==> src/sv/connection_flood_limiter_macros.svh <==
// Assertion macros shared by the connection flood limiter RTL.
// Each macro needs clk_i and rst_ni to be in scope where it is used.
`ifndef CONNECTION_FLOOD_LIMITER_MACROS_SVH
`define CONNECTION_FLOOD_LIMITER_MACROS_SVH

// The property must hold at every clock edge outside reset.
`define CFL_ASSERT(lbl, prop) \
  lbl: assert property (@(posedge clk_i) disable iff (!rst_ni) prop) \
    else $error("connection_flood_limiter: assertion failed");

// The condition must never be true outside reset.
`define CFL_ASSERT_NEVER(lbl, cond) \
  lbl: assert property (@(posedge clk_i) disable iff (!rst_ni) !(cond)) \
    else $error("connection_flood_limiter: forbidden condition seen");

`endif

==> src/sv/cfl_pkg.sv <==
// Package for the connection flood limiter: sizes, payload and control types,
// register indexes and small ring helper functions. No dependencies.
`timescale 1ns / 1ps
package cfl_pkg;

  localparam int TABLE_ENTRIES     = 64;
  localparam int JOINS_PER_ENTRY   = 16;
  localparam int SWEEP_INTERVAL_MS = 1000;

  localparam int TIME_W     = 48;
  localparam int IP_W       = 32;
  localparam int MAXC_W     = 4;
  localparam int PERIOD_W   = 32;
  localparam int LIVE_W     = 7;
  localparam int ENT_W      = $clog2(TABLE_ENTRIES);
  localparam int LIVE_CNT_W = $clog2(TABLE_ENTRIES + 1);
  localparam int HEAD_W     = $clog2(JOINS_PER_ENTRY);
  localparam int CNT_W      = $clog2(JOINS_PER_ENTRY + 1);
  localparam int SUM_W      = CNT_W + 1;
  localparam int CMP_W      = (CNT_W > MAXC_W) ? CNT_W : MAXC_W;
  localparam int RING_DEPTH = TABLE_ENTRIES * JOINS_PER_ENTRY;
  localparam int RING_AW    = $clog2(RING_DEPTH);
  localparam int REQ_Q_DEPTH = 2;
  localparam int REQ_Q_PW   = $clog2(REQ_Q_DEPTH);
  localparam int REQ_Q_CW   = $clog2(REQ_Q_DEPTH + 1);

  localparam int CFG_IDX_W = 2;
  localparam logic [CFG_IDX_W-1:0] CFG_MAX_CONNECTIONS = 2'd0;
  localparam logic [CFG_IDX_W-1:0] CFG_SAMPLE_PERIOD   = 2'd1;
  localparam logic [CFG_IDX_W-1:0] CFG_BAN_LENGTH      = 2'd2;

  localparam logic REQ_CONNECT = 1'b0;
  localparam logic REQ_CHECK   = 1'b1;

  typedef struct packed {
    logic              req_type;
    logic [IP_W-1:0]   ip_address;
    logic [TIME_W-1:0] now_ms;
  } req_t;

  typedef struct packed {
    logic              flooding;
    logic [LIVE_W-1:0] live_entries;
    logic              table_full;
  } res_t;

  typedef struct packed {
    logic [MAXC_W-1:0]   max_connections;
    logic [PERIOD_W-1:0] sample_period;
    logic [PERIOD_W-1:0] ban_length;
  } cfg_t;

  // Per-address record held in the entry memory.
  typedef struct packed {
    logic [IP_W-1:0]   ip_address;
    logic [TIME_W-1:0] ban_end;
    logic [HEAD_W-1:0] head;
    logic [CNT_W-1:0]  count;
  } meta_t;

  typedef enum logic [3:0] {
    ST_IDLE,
    ST_SW_RD,
    ST_SW_META,
    ST_SW_RING,
    ST_SW_DONE,
    ST_LK_RD,
    ST_LK_CHK,
    ST_ALLOC,
    ST_ACT,
    ST_OUT
  } state_e;

  function automatic logic [HEAD_W-1:0] head_inc(logic [HEAD_W-1:0] h);
    return (h == HEAD_W'(JOINS_PER_ENTRY - 1)) ? '0 : h + 1'b1;
  endfunction

  function automatic logic [HEAD_W-1:0] slot_wrap(logic [HEAD_W-1:0] h,
                                                  logic [CNT_W-1:0] c);
    logic [SUM_W-1:0] sum;
    sum = SUM_W'(h) + SUM_W'(c);
    if (sum >= SUM_W'(JOINS_PER_ENTRY)) begin
      sum = sum - SUM_W'(JOINS_PER_ENTRY);
    end
    return HEAD_W'(sum);
  endfunction

  function automatic logic [RING_AW-1:0] ring_addr(logic [ENT_W-1:0] e,
                                                   logic [HEAD_W-1:0] s);
    return RING_AW'(RING_AW'(e) * RING_AW'(JOINS_PER_ENTRY)) + RING_AW'(s);
  endfunction

endpackage

==> src/sv/cfl_front.sv <==
// Request front end: a short queue that takes request beats and hands them
// to the engine one at a time. Depends on cfl_pkg.
`timescale 1ns / 1ps
module cfl_front (
  input  logic          clk_i,
  input  logic          rst_ni,
  input  logic          push,
  input  cfl_pkg::req_t req_i,
  output logic          full,
  input  logic          deq_i,
  output logic          req_valid_o,
  output cfl_pkg::req_t req_o
);
  import cfl_pkg::*;

  req_t                slot_q [REQ_Q_DEPTH];
  logic [REQ_Q_PW-1:0] wr_ptr_q, wr_ptr_d;
  logic [REQ_Q_PW-1:0] rd_ptr_q, rd_ptr_d;
  logic [REQ_Q_CW-1:0] fill_q, fill_d;
  logic                do_push, do_pop;

  assign full        = (fill_q == REQ_Q_CW'(REQ_Q_DEPTH));
  assign req_valid_o = (fill_q != '0);
  assign req_o       = slot_q[rd_ptr_q];
  assign do_push     = push && !full;
  assign do_pop      = deq_i && req_valid_o;

  always_comb begin
    wr_ptr_d = wr_ptr_q;
    rd_ptr_d = rd_ptr_q;
    fill_d   = fill_q;
    if (do_push) begin
      wr_ptr_d = (wr_ptr_q == REQ_Q_PW'(REQ_Q_DEPTH - 1)) ? '0 : wr_ptr_q + 1'b1;
    end
    if (do_pop) begin
      rd_ptr_d = (rd_ptr_q == REQ_Q_PW'(REQ_Q_DEPTH - 1)) ? '0 : rd_ptr_q + 1'b1;
    end
    if (do_push && !do_pop) begin
      fill_d = fill_q + 1'b1;
    end else if (do_pop && !do_push) begin
      fill_d = fill_q - 1'b1;
    end
  end

  always_ff @(posedge clk_i or negedge rst_ni) begin
    if (!rst_ni) begin
      wr_ptr_q <= '0;
      rd_ptr_q <= '0;
      fill_q   <= '0;
    end else begin
      wr_ptr_q <= wr_ptr_d;
      rd_ptr_q <= rd_ptr_d;
      fill_q   <= fill_d;
    end
  end

  always_ff @(posedge clk_i) begin
    if (do_push) begin
      slot_q[wr_ptr_q] <= req_i;
    end
  end

endmodule

==> config.mk <==
export PLATFORM = sky130hd
export DESIGN_NAME = cfl_front
export DESIGN_NICKNAME = d
export VERILOG_FILES = /design/src/sv/connection_flood_limiter_macros.svh /design/src/sv/cfl_pkg.sv /design/src/sv/cfl_front.sv
export SDC_FILE = /design/constraint.sdc
export NUM_CORES = 1
export LEC_CHECK = 0
export ABC_CLOCK_PERIOD_IN_PS = 4500
export BUFFER_PORTS_ARGS = -buffer_cell sky130_fd_sc_hd__buf_2
export CELL_PAD_IN_SITES_DETAIL_PLACEMENT = 1
export CELL_PAD_IN_SITES_GLOBAL_PLACEMENT = 2
export CORE_ASPECT_RATIO = 0.8
export CORE_MARGIN = 1
export CORE_UTILIZATION = 35
export CTS_CLUSTER_DIAMETER = 150
export DETAILED_ROUTE_END_ITERATION = 8
export PLACE_DENSITY = 0.8
export SLEW_MARGIN = 20
export SYNTH_ARGS = -nofsm -noshare
export SYNTH_HDL_FRONTEND = slang
export SYNTH_SLANG_ARGS = --single-unit
==> constraint.sdc <==
create_clock -name clk_i -period 4.5 [get_ports clk_i]
set_clock_uncertainty 0.2 [all_clocks]
set_input_delay 0.225 -clock clk_i [delete_from_list [all_inputs] [get_ports clk_i]]
set_output_delay 0.225 -clock clk_i [all_outputs]
set_load 0.005 [all_outputs]
==> impl_metrics.csv, run 1 <==
group,metric,value,unit
synthesis,syn_area,6445,um^2
setup_path,timing.reg2reg.setup_slack,2.41,ns
placement,hpwl,7937,um
sta,worst_slew_pin_slew,0.8098,ns
final_layout,diodes,0,
setup_path,r2r_end,"slot_q[0][20]",
synthesis,synth-xor-area-share,0.6795,%
min_path,hp-class,"flop to flop",
die,initial_core_util,36.52,%
clock_tree,cts_tree,"built",
die,ios,168,
job,drv_cap,0,
clock_tree,insertion_delay,0.42,ns
clock_tree,cts_inserted_buffers,17,
die,core,17650,um^2
global_route,grt_pass1_wl,19750,um
routing,ant_nets,0,
setup_path,crit_arrival,2.31,ns
final_layout,area_delta_synth_final,37.60,%
power_and_ir_drop,vdd_drop_max,0.3047,mV
sta,tns,0,ns
synthesis,synth.area.mux_share,18.75,%
die,dieArea,18960,um^2
setup_path,critPathSlowestCell,"dfrtp_4",
setup_path,critPathBufInv,2,
clock_tree,post_cts_resized,0,
routing,wl_per_cell,16.77,um
routing,wirelength,13000,um
clock_tree,cts_root_buffer,"clkbuf_16",
routing,vias,3401,
sta,fmax,366.3,MHz
setup_path,path_depth,3,
sta,slew_violations,0,
global_route,overflow,0,
synthesis,synth_adder_area_share,0.1941,%
sta,finalSetupViolCount,0,
synthesis,yosysWarnings,0,
final_layout,regArea,4969,um^2
setup_path,crit_path_end_kind,"output pin",
synthesis,synth_area_per_cell,23.78,um^2
die,fp.dieH,123.4,um
routing,drc,0,
sta,min_period,2.730,ns
setup_path,crit_family,"flip-flops",
synthesis,synth_compound_area_share,0,%
synthesis,synth_nets,357,
run_status,status,"completed",
setup_path,ff2ff_path_depth,4,
setup_path,critPathLaunch,"rd_ptr_q",
sta,slew_headroom,46.01,%
sta,rsz0062_at_grt,"false",
routing,viasPerCell,4.388,
global_route,grt_pass1_vias,3750,
global_route,antenna_found_initial,0,
sta,finalHoldViolCount,0,
global_route,grt_max_degree,82,
synthesis,ys_seq_area_share,77.03,%
final_layout,layout.nets,623,
placement,io_buffers,167,
setup_path,critPathMaxFanout,34,
synthesis,ys_types,16,
setup_path,required,4.07,ns
power_and_ir_drop,p_leak,3.571,nW
clock_tree,clock-sinks,166,
setup_path,path_cells,"buf_4 -> mux2_4 -> buf_2",
die,rows,43,
placement,gp_congestion,0.7038,
routing,drt_iter0_markers,143,
clock_tree,max-clock-path-buffers,2,
synthesis,synth_cells,271,
sta,period_share,60.67,%
final_layout,drive_above_1_share,52.55,%
final_layout,final_util,50.26,%
final_layout,fill_cells,1679,
setup_path,endpoint,"req_o[8]",
global_route,grt_usage,14.14,%
setup_path,start_kind,"flop",
synthesis,yosys_register_bits,166,
die,dieWidth,153.7,um
setup_path,crit_type,"flop to output pin",
clock_tree,cts_max_level,4,
setup_path,cpPeakStageDelay,0.82,ns
synthesis,synth_top_family_by_area,"multiplexers",
routing,dr.pass1.iters,4,
clock_tree,clkTransAtPathRegs,0.07,ns
power_and_ir_drop,power_density,589.1,nW/um^2
synthesis,synth-simple-area-share,0.5630,%
final_layout,multiInputGateArea,1314,um^2
sta,fin_ws,1.770,ns
placement,post-place-ws,2.163,ns
setup_path,r2r-start,"fill_q[0]",
[routing by layer]
layer  track usage [%]  routed length, um  up-vias
met5                 0                  0        -
li1                  -                  -     1601
met3             5.433                825       12
met4             5.313                163        0
met1             14.89               5071     1677
met2             25.80               6940      111
[report_power, final]
group	internal [mW]	switching, mW
registers	2.12	0.173
clock network	0.732	0.638
logic	0.892	0.671
total	3.74	1.48
[worst min-delay path by stage]
stage,start,endpoint,slack [ns],cells after the start
2_1_floorplan,rst_ni,fill_q[0],-0.27,0
3_3_place_gp,rst_ni,fill_q[1],-0.16,1
3_5_place_dp,rst_ni,fill_q[1],-0.16,1
4_1_cts,req_i[16],slot_q[0][16],0.30,2
5_1_grt,req_i[16],slot_q[1][16],0.30,2
6_report,fill_q[1],fill_q[1],0.30,1
[cell type report]
| type | instances | area share, % |
|---|---|---|
| multi-input combinational | 94 | 14.81 |
| sequential | 166 | 56.02 |
| tap | 225 | 3.174 |
| timing repair buffer | 256 | 19.54 |
| clock inverter | 15 | 1.566 |
| clock buffer | 17 | 4.797 |
| inverter | 2 | 0.08465 |
[logic make-up after synthesis]
kind of cell	Yosys count
mux	81
simple gates	7
xor+xnor	5
flops	166
fa+ha+maj	1
buf+inv	11
[Yosys cell counts (all sizes together)]
| master | instances | share of area (%) |
|---|---|---|
| edfxtp | 162 | 75 |
| mux2 | 81 | 19 |
| buf | 9 | 2.7 |
| dfrtp | 4 | 1.6 |
| xnor2 | 3 | 0.41 |
| inv | 2 | 0.12 |
| nand2 | 2 | 0.16 |
| nor2 | 2 | 0.12 |
| xor2 | 2 | 0.27 |
| and3 | 1 | 0.097 |
| ha | 1 | 0.19 |
| nand2b | 1 | 0.097 |
| or2 | 1 | 0.097 |
[per-stage QoR]
stage | instances | area (um^2) | hold WS, ns | power (mW)
global placement | 657 | 7430 | -0.1607 | 3.804
floorplan | 271 | 6447 | -0.2706 | 3.416
detailed placement | 657 | 7430 | -0.1616 | 3.852
finish | 775 | 8869 | 0.2962 | 5.224
global route | 775 | 8869 | 0.3043 | 5.488
CTS | 774 | 8845 | 0.2971 | 5.294
[state kept, by name (all words and copies together), names as in the netlist]
| register | flops |
|---|---|
| rd_ptr_q | 1 |
| wr_ptr_q | 1 |
| fill_q | 2 |
| slot_q | 162 |
[layout by cell type, fill, tap and decap left out, drive strengths merged, types with 2 or more instances in the layout]
| master | count |
|---|---|
| mux2 | 81 |
| buf | 171 |
| inv | 11 |
| clkinv | 3 |
| nor2 | 2 |
| xor2 | 2 |
| edfxtp | 162 |
| dlygate4sd3 | 85 |
| clkbuf | 17 |
| nand2 | 2 |
| clkinvlp | 3 |
| dfrtp | 4 |
| xnor2 | 3 |
[repair_timing]
action	CTS	global route
hold endpoints to repair	168	0
endpoints found under the setup margin	0	0
buffers inserted	0	0
hold buffers	85	0
No activity file was read; power rests on OpenSTA's default activity.
==> inputs of run 2 (changes only) <==
--- a/config.mk
+++ b/config.mk
@@ -5,16 +5,16 @@
 export SDC_FILE = /design/constraint.sdc
 export NUM_CORES = 1
 export LEC_CHECK = 0
-export ABC_CLOCK_PERIOD_IN_PS = 4500
+export ABC_CLOCK_PERIOD_IN_PS = 2800
 export BUFFER_PORTS_ARGS = -buffer_cell sky130_fd_sc_hd__buf_2
 export CELL_PAD_IN_SITES_DETAIL_PLACEMENT = 1
 export CELL_PAD_IN_SITES_GLOBAL_PLACEMENT = 2
 export CORE_ASPECT_RATIO = 0.8
 export CORE_MARGIN = 1
-export CORE_UTILIZATION = 35
+export CORE_UTILIZATION = 39
 export CTS_CLUSTER_DIAMETER = 150
 export DETAILED_ROUTE_END_ITERATION = 8
-export PLACE_DENSITY = 0.8
+export PLACE_DENSITY = 0.84
 export SLEW_MARGIN = 20
 export SYNTH_ARGS = -nofsm -noshare
 export SYNTH_HDL_FRONTEND = slang
==> constraint.sdc (replaced) <==
create_clock -name clk_i -period 2.8 [get_ports clk_i]
set_clock_uncertainty 0.2 [all_clocks]
set_input_delay 0.14 -clock clk_i [delete_from_list [all_inputs] [get_ports clk_i]]
set_output_delay 0.14 -clock clk_i [all_outputs]
set_load 0.005 [all_outputs]
==> run 2 against run 1 <==
Die area fell by 10%. Clock power rose by 60%. Count of clock-buffer cells in the layout rose by 1. Power rose by 62%. Flip-flop and latch count did not move. Non-clock buffer count rose by 2. Combinational power rose by 67%. Register-to-register slack got worse by 1.5 ns. Via count rose by 0.82%. Critical path type unchanged. Critical endpoint is now req_o[57]. Largest cell class unchanged. Largest power group unchanged. Highest routed layer unchanged.
==> impl_metrics.csv, run 2 (synthesis results as in run 1) <==
group,metric,value,unit
final_layout,layout_common_cells,"167 x buf_2, 162 x edfxtp_1, 85 x dlygate4sd3_1",
die,ios,168,
sta,finalHoldViolCount,0,
setup_path,ff2ff_path_depth,3,
placement,post-place-ws,0.8355,ns
final_layout,largest_register_ffs,162,
clock_tree,clkTransAtPathRegs,0.06,ns
global_route,grt_max_degree,82,
die,dieArea,17050,um^2
routing,vias,3429,
setup_path,path_cells,"buf_4 -> mux2_4 -> buf_2",
setup_path,crit_type,"flop to output pin",
final_layout,largest_registers,"slot_q x162, fill_q x2",
setup_path,r2r_end,"slot_q[1][26]",
run_status,status,"completed",
clock_tree,insertion_delay,0.42,ns
die,core,15950,um^2
sta,finalSetupViolCount,0,
min_path,hp-class,"input port to flop",
die,dieWidth,145.7,um
setup_path,required,2.46,ns
final_layout,layout.nets,625,
final_layout,final_util,55.69,%
setup_path,r2r-start,"fill_q[0]",
die,rows,41,
global_route,grt_usage,16.36,%
setup_path,crit_family,"flip-flops",
power_and_ir_drop,p_clk_share,25.9,%
clock_tree,max-clock-path-buffers,2,
job,drv_cap,0,
clock_tree,post_cts_buffers,0,
setup_path,crit_arrival,2.03,ns
clock_tree,cts_inserted_buffers,17,
routing,dr.pass1.iters,4,
sta,rsz0062_at_grt,"false",
die,initial_core_util,40.40,%
placement,io_buffers,167,
power_and_ir_drop,intPower,6.107,mW
final_layout,diodes,0,
global_route,grt_pass1_wl,20320,um
min_path,hold_path_depth,2,
placement,hpwl,8005,um
setup_path,start_kind,"flop",
setup_path,cpPeakStageDelay,0.69,ns
sta,tns,0,ns
placement,dpl_cell_area,7477,um^2
final_layout,drive_above_1_share,52.54,%
routing,ant_nets,0,
min_path,whs_endpoint,"slot_q[0][9]",
power_and_ir_drop,vdd_drop_max,0.4817,mV
power_and_ir_drop,total_power,8.440,mW
setup_path,critPathMaxFanout,23,
routing,drt_iter0_markers,110,
min_path,min_from,"req_i[9]",
setup_path,crit_path_end_kind,"output pin",
sta,fin_ws,0.4343,ns
placement,gp_congestion,0.7355,
setup_path,timing.reg2reg.setup_slack,0.89,ns
final_layout,design_area,8885,um^2
routing,wirelength,13610,um
sta,slew_headroom,67.49,%
sta,fmax,422.7,MHz
final_layout,final_common_cell,"buf_2",
power_and_ir_drop,switchingPower,2.332,mW
routing,viasPerCell,4.471,
sta,worst_slew_pin_slew,0.4877,ns
global_route,overflow,0,
power_and_ir_drop,comb_power_share,30.9,%
sta,slew_violations,0,
setup_path,critPathSlowestCell,"dfrtp_4",
power_and_ir_drop,swShare,27.64,%
global_route,grt_pass1_vias,3796,
routing,wl_per_cell,17.75,um
power_and_ir_drop,p_leak,3.587,nW
clock_tree,cts_root_buffer,"clkbuf_16",
routing,drc,0,
global_route,antenna_found_initial,0,
final_layout,regMostFlops,"slot_q",
die,fp.dieH,117.0,um
clock_tree,cts_max_level,4,
power_and_ir_drop,power_density,949.9,nW/um^2
sta,min_period,2.366,ns
clock_tree,clock-sinks,166,
clock_tree,cts_tree,"built",
power_and_ir_drop,seqPwrFrac,43.2,%
sta,period_share,84.49,%
final_layout,area_delta_synth_final,37.86,%
setup_path,critPathBufInv,2,
==> run 2: cell types whose count changed in the layout (fill, tap and decap cells not counted), sizes merged <==
cell | before | now
buf | 171 | 173
bufinv | 0 | 1
clkbuf | 17 | 18
clkinv | 3 | 7
inv | 11 | 5
==> run 2: how the worst max path moves through the flow <==
stage,depth (start not counted),to,startpoint
after floorplan,3,slot_q[0][0],fill_q[0]
after global placement,3,req_o[56],rd_ptr_q
after detailed placement,3,req_o[39],rd_ptr_q
after CTS,3,req_o[39],rd_ptr_q
after global routing,3,req_o[57],rd_ptr_q
final,3,req_o[57],rd_ptr_q
==> run 2: cell type report <==
class,count,area (um^2)
inverter,2,7.507
multi-input combinational,94,1314
fill,1492,7069
clock inverter,14,127.6
sequential,166,4969
tap,215,269.0
timing repair buffer,258,1769
clock buffer,18,429.2
==> run 2: metal layers <==
metal,vias to the layer above,share of wire (%),GRT usage (%)
li1,1609,-,-
met1,1700,41,18.68
met2,112,53,29.70
met3,8,5.1,5.310
met4,0,0.87,4.842
met5,-,0,0
==> run 2: through the flow <==
step / hold WS [ns] / std cells
after floorplan: -0.3556 / 271
after global placement: -0.2354 / 650
after detailed placement: -0.2409 / 650
after CTS: 0.2182 / 767
after global routing: 0.2320 / 767
final: 0.2410 / 767
==> run 2: worst reg2reg max path: stages, from the launching register on <==
cell      delay, ns
dfrtp_1        0.41
nand2b_1       0.18
and3_4         0.45
buf_4          0.36
==> run 2: timing repair <==
item,in CTS,in global routing
hold buffers,85,0
endpoints found under the hold margin,169,0
setup endpoints to repair,0,0
resized for setup,0,0
==> run 2: power groups by stage <==
stage	sequential [mW]	clock, mW	combinational (mW)
2_1_floorplan	3.57	0	1.90
3_3_place_gp	3.67	0	2.50
3_5_place_dp	3.71	0	2.54
4_1_cts	3.66	2.24	2.64
5_1_grt	3.70	2.34	2.80
6_report	3.65	2.19	2.61
==> inputs of run 3 (changes only) <==
--- a/config.mk
+++ b/config.mk
@@ -5,16 +5,17 @@
 export SDC_FILE = /design/constraint.sdc
 export NUM_CORES = 1
 export LEC_CHECK = 0
-export ABC_CLOCK_PERIOD_IN_PS = 2800
+export ABC_AREA = 1
+export ABC_CLOCK_PERIOD_IN_PS = 2500
 export BUFFER_PORTS_ARGS = -buffer_cell sky130_fd_sc_hd__buf_2
 export CELL_PAD_IN_SITES_DETAIL_PLACEMENT = 1
 export CELL_PAD_IN_SITES_GLOBAL_PLACEMENT = 2
 export CORE_ASPECT_RATIO = 0.8
 export CORE_MARGIN = 1
-export CORE_UTILIZATION = 39
+export CORE_UTILIZATION = 34
 export CTS_CLUSTER_DIAMETER = 150
 export DETAILED_ROUTE_END_ITERATION = 8
-export PLACE_DENSITY = 0.84
+export PLACE_DENSITY = 0.83
 export SLEW_MARGIN = 20
 export SYNTH_ARGS = -nofsm -noshare
 export SYNTH_HDL_FRONTEND = slang
==> constraint.sdc (replaced) <==
create_clock -name clk_i -period 2.5 [get_ports clk_i]
set_clock_uncertainty 0.2 [all_clocks]
set_input_delay 0.125 -clock clk_i [delete_from_list [all_inputs] [get_ports clk_i]]
set_output_delay 0.125 -clock clk_i [all_outputs]
set_load 0.005 [all_outputs]
==> run 3 against run 2 <==
Count of clock-buffer cells in the layout rose by 1. Non-clock buffer count up 2. Critical path depth is 2 higher. The flow now finishes with violations (DRC). Critical path type unchanged. Cell count rose by 24%. Sequential share of layout area increased by 1.6 points. Die area up 9.4%.
==> impl_metrics.csv, run 3 <==
group,metric,value,unit
run_status,status,"finished with violations",
run_status,violations,"DRC",
final_layout,area_delta_synth_final,40.26,%
synthesis,yosysWarnings,0,
power_and_ir_drop,p_clk_share,26.5,%
final_layout,drive_above_1_share,28.75,%
sta,worst_slew_pin_slew,0.4879,ns
routing,viasPerCell,4.408,
clock_tree,post_cts_buffers,0,
synthesis,synth_area_per_cell,13.56,um^2
synthesis,ys_top_cells_by_area,"edfxtp_1 79%, nand2_1 15%, buf_6 1.6%",
sta,period_share,79.97,%
power_and_ir_drop,switchingPower,2.901,mW
sta,fmax,500.2,MHz
setup_path,r2r-start,"fill_q[1]",
sta,hold-worst-slack,0.2379,ns
setup_path,crit_type,"flop to output pin",
placement,hpwl,8897,um
synthesis,synth_ff_type,"edfxtp_1",
clock_tree,max-clock-path-buffers,2,
power_and_ir_drop,power_density,1063,nW/um^2
die,dieArea,18650,um^2
die,core,17540,um^2
die,rows,43,
setup_path,timing.reg2reg.setup_slack,0.68,ns
die,fp.dieH,122.4,um
routing,wl_per_cell,15.42,um
global_route,grt.busiest_layer,"met2",
global_route,grt_pass1_wl,22760,um
setup_path,start_kind,"flop",
clock_tree,insertion_delay,0.41,ns
sta,finalSetupViolCount,0,
die,dieWidth,152.4,um
global_route,grt_util_met2,30.01,%
sta,min_period,1.999,ns
placement,io_buffers,167,
die,ios,168,
clock_tree,cts_max_level,4,
synthesis,yosysTopAreaCell,"edfxtp_1",
setup_path,r2r_end,"slot_q[0][71]",
final_layout,fill_cells,1864,
synthesis,syn_area,6156,um^2
power_and_ir_drop,comb_power_share,30.4,%
clock_tree,cts_root_buffer,"clkbuf_16",
clock_tree,clkTransAtPathRegs,0.06,ns
clock_tree,clock-sinks,166,
routing,drc,9,
placement,post-place-ws,0.6304,ns
global_route,antenna_found_initial,0,
synthesis,synth_cells,454,
setup_path,crit_top_cell,"nand2_1",
job,drv_cap,0,
setup_path,cpPeakStageDelay,0.43,ns
sta,rsz0062_at_grt,"false",
setup_path,crit_path_end_kind,"output pin",
global_route,grt_max_degree,83,
setup_path,crit_arrival,1.67,ns
synthesis,synth_edf_count,162,
min_path,hp-class,"input port to flop",
global_route,grt_usage,16.09,%
sta,tns,0,ns
routing,ant_nets,0,
setup_path,ff2ff_path_depth,6,
final_layout,final_util,49.23,%
power_and_ir_drop,seqPwrFrac,43.1,%
die,initial_core_util,35.10,%
synthesis,yosys_register_bits,166,
routing,vias,4196,
sta,fin_ws,0.5007,ns
sta,slew_headroom,67.47,%
final_layout,largest_register_ffs,162,
synthesis,synth_most_common_cell,"nand2_1",
power_and_ir_drop,intPower,6.277,mW
synthesis,synth_top_area_share,79.02,%
final_layout,final_common_cell,"nand2_1",
routing,dr.pass1.iters,6,
placement,gp_congestion,0.7170,
synthesis,ys_types,16,
min_path,min_from,"req_i[57]",
global_route,grt_pass1_vias,4530,
final_layout,largest_registers,"slot_q x162, fill_q x2",
min_path,hold_path_depth,2,
routing,drt_iter0_markers,240,
synthesis,async_reset_ff_share,2.410,%
setup_path,critPathMaxFanout,42,
power_and_ir_drop,swShare,31.61,%
sta,slew_violations,0,
global_route,grt.met1_usage,18.38,%
setup_path,path_cells,"inv_2 -> buf_4 -> nand2_1 -> nand2_1 -> buf_2",
final_layout,layout_common_cells,"252 x nand2_1, 167 x buf_2, 162 x edfxtp_1",
synthesis,synth_common_cells,"252 x nand2_1, 162 x edfxtp_1, 9 x buf_6",
power_and_ir_drop,p_leak,3.697,nW
final_layout,diodes,0,
final_layout,layout.nets,802,
final_layout,regMostFlops,"slot_q",
synthesis,synth_nets,540,
setup_path,required,2.17,ns
setup_path,critPathSlowestCell,"dfrtp_2",
min_path,whs_endpoint,"slot_q[1][57]",
global_route,overflow,0,
sta,finalHoldViolCount,0,
routing,wirelength,14680,um
clock_tree,cts_tree,"built",
global_route,use_met3,3.708,%
power_and_ir_drop,vdd_drop_max,0.7139,mV
clock_tree,cts_inserted_buffers,17,
synthesis,ys_seq_area_share,80.65,%
-- run 3: power groups by stage --
stage	clock network [mW]	registers (mW)	logic [mW]
4_1_cts	2.51	3.96	2.87
6_report	2.43	3.96	2.79
2_1_floorplan	0	3.99	1.56
3_3_place_gp	0	3.98	2.66
3_5_place_dp	0	4.02	2.75
5_1_grt	2.59	4.01	3.15
-- run 3: worst max-delay path by stage --
stage | start | endpoint | slack, ns
floorplan | fill_q[0] | slot_q[0][0] | 0.02
global placement | fill_q[1] | slot_q[0][52] | 0.70
detailed placement | fill_q[1] | slot_q[0][57] | 0.63
CTS | rd_ptr_q | req_o[68] | 0.46
global route | rd_ptr_q | req_o[68] | 0.37
finish | rd_ptr_q | req_o[76] | 0.50
-- run 3: final cells by class --
| class | count | area, um^2 | area share [%] |
|---|---|---|---|
| Sequential cell | 166 | 4966 | 57.51 |
| Timing Repair Buffer | 260 | 1784 | 20.66 |
| Multi-Input combinational cell | 263 | 1025 | 11.87 |
| Clock buffer | 19 | 432.9 | 5.014 |
| Tap cell | 225 | 281.5 | 3.260 |
| Clock inverter | 11 | 111.4 | 1.290 |
| Inverter | 8 | 33.78 | 0.3912 |
-- run 3: timing repair --
item	4_1_cts	5_1_grt
resized for setup	0	0
hold buffers	85	0
hold endpoints to repair	169	0
-- run 3: kinds of logic (layout without fill, tap and decap cells) --
logic type | after synthesis | in the layout | share of synthesized area, %
AO/OA/AOI/OAI | 1 | 1 | 0.08122
XOR/XNOR | 1 | 1 | 0.1423
adder cells (fa/ha/maj) | 1 | 1 | 0.2032
buffers and inverters | 25 | 298 | 2.825
flip-flops | 166 | 166 | 80.65
AND/OR/NAND/NOR | 260 | 260 | 16.10
-- run 3: layer usage --
metal / wire length, um / vias up
met2: 7710 / 105
li1: - / 2053
met3: 578 / 10
met1: 6253 / 2028
met4: 136 / 0
met5: 0 / -
-- run 3: metrics by stage --
step	instance area [um^2]	total power, mW	std cells
floorplan	6167	5.543	454
global placement	7239	6.639	837
detailed placement	7239	6.766	837
CTS	8635	9.335	952
global route	8635	9.738	952
finish	8635	9.177	952
-- run 3: critical path: cells and delay by family (launching register included) --
kind	cells	cell delay [ns]
flops	1	0.43
simple gates	2	0.22
buf+inv	3	0.59
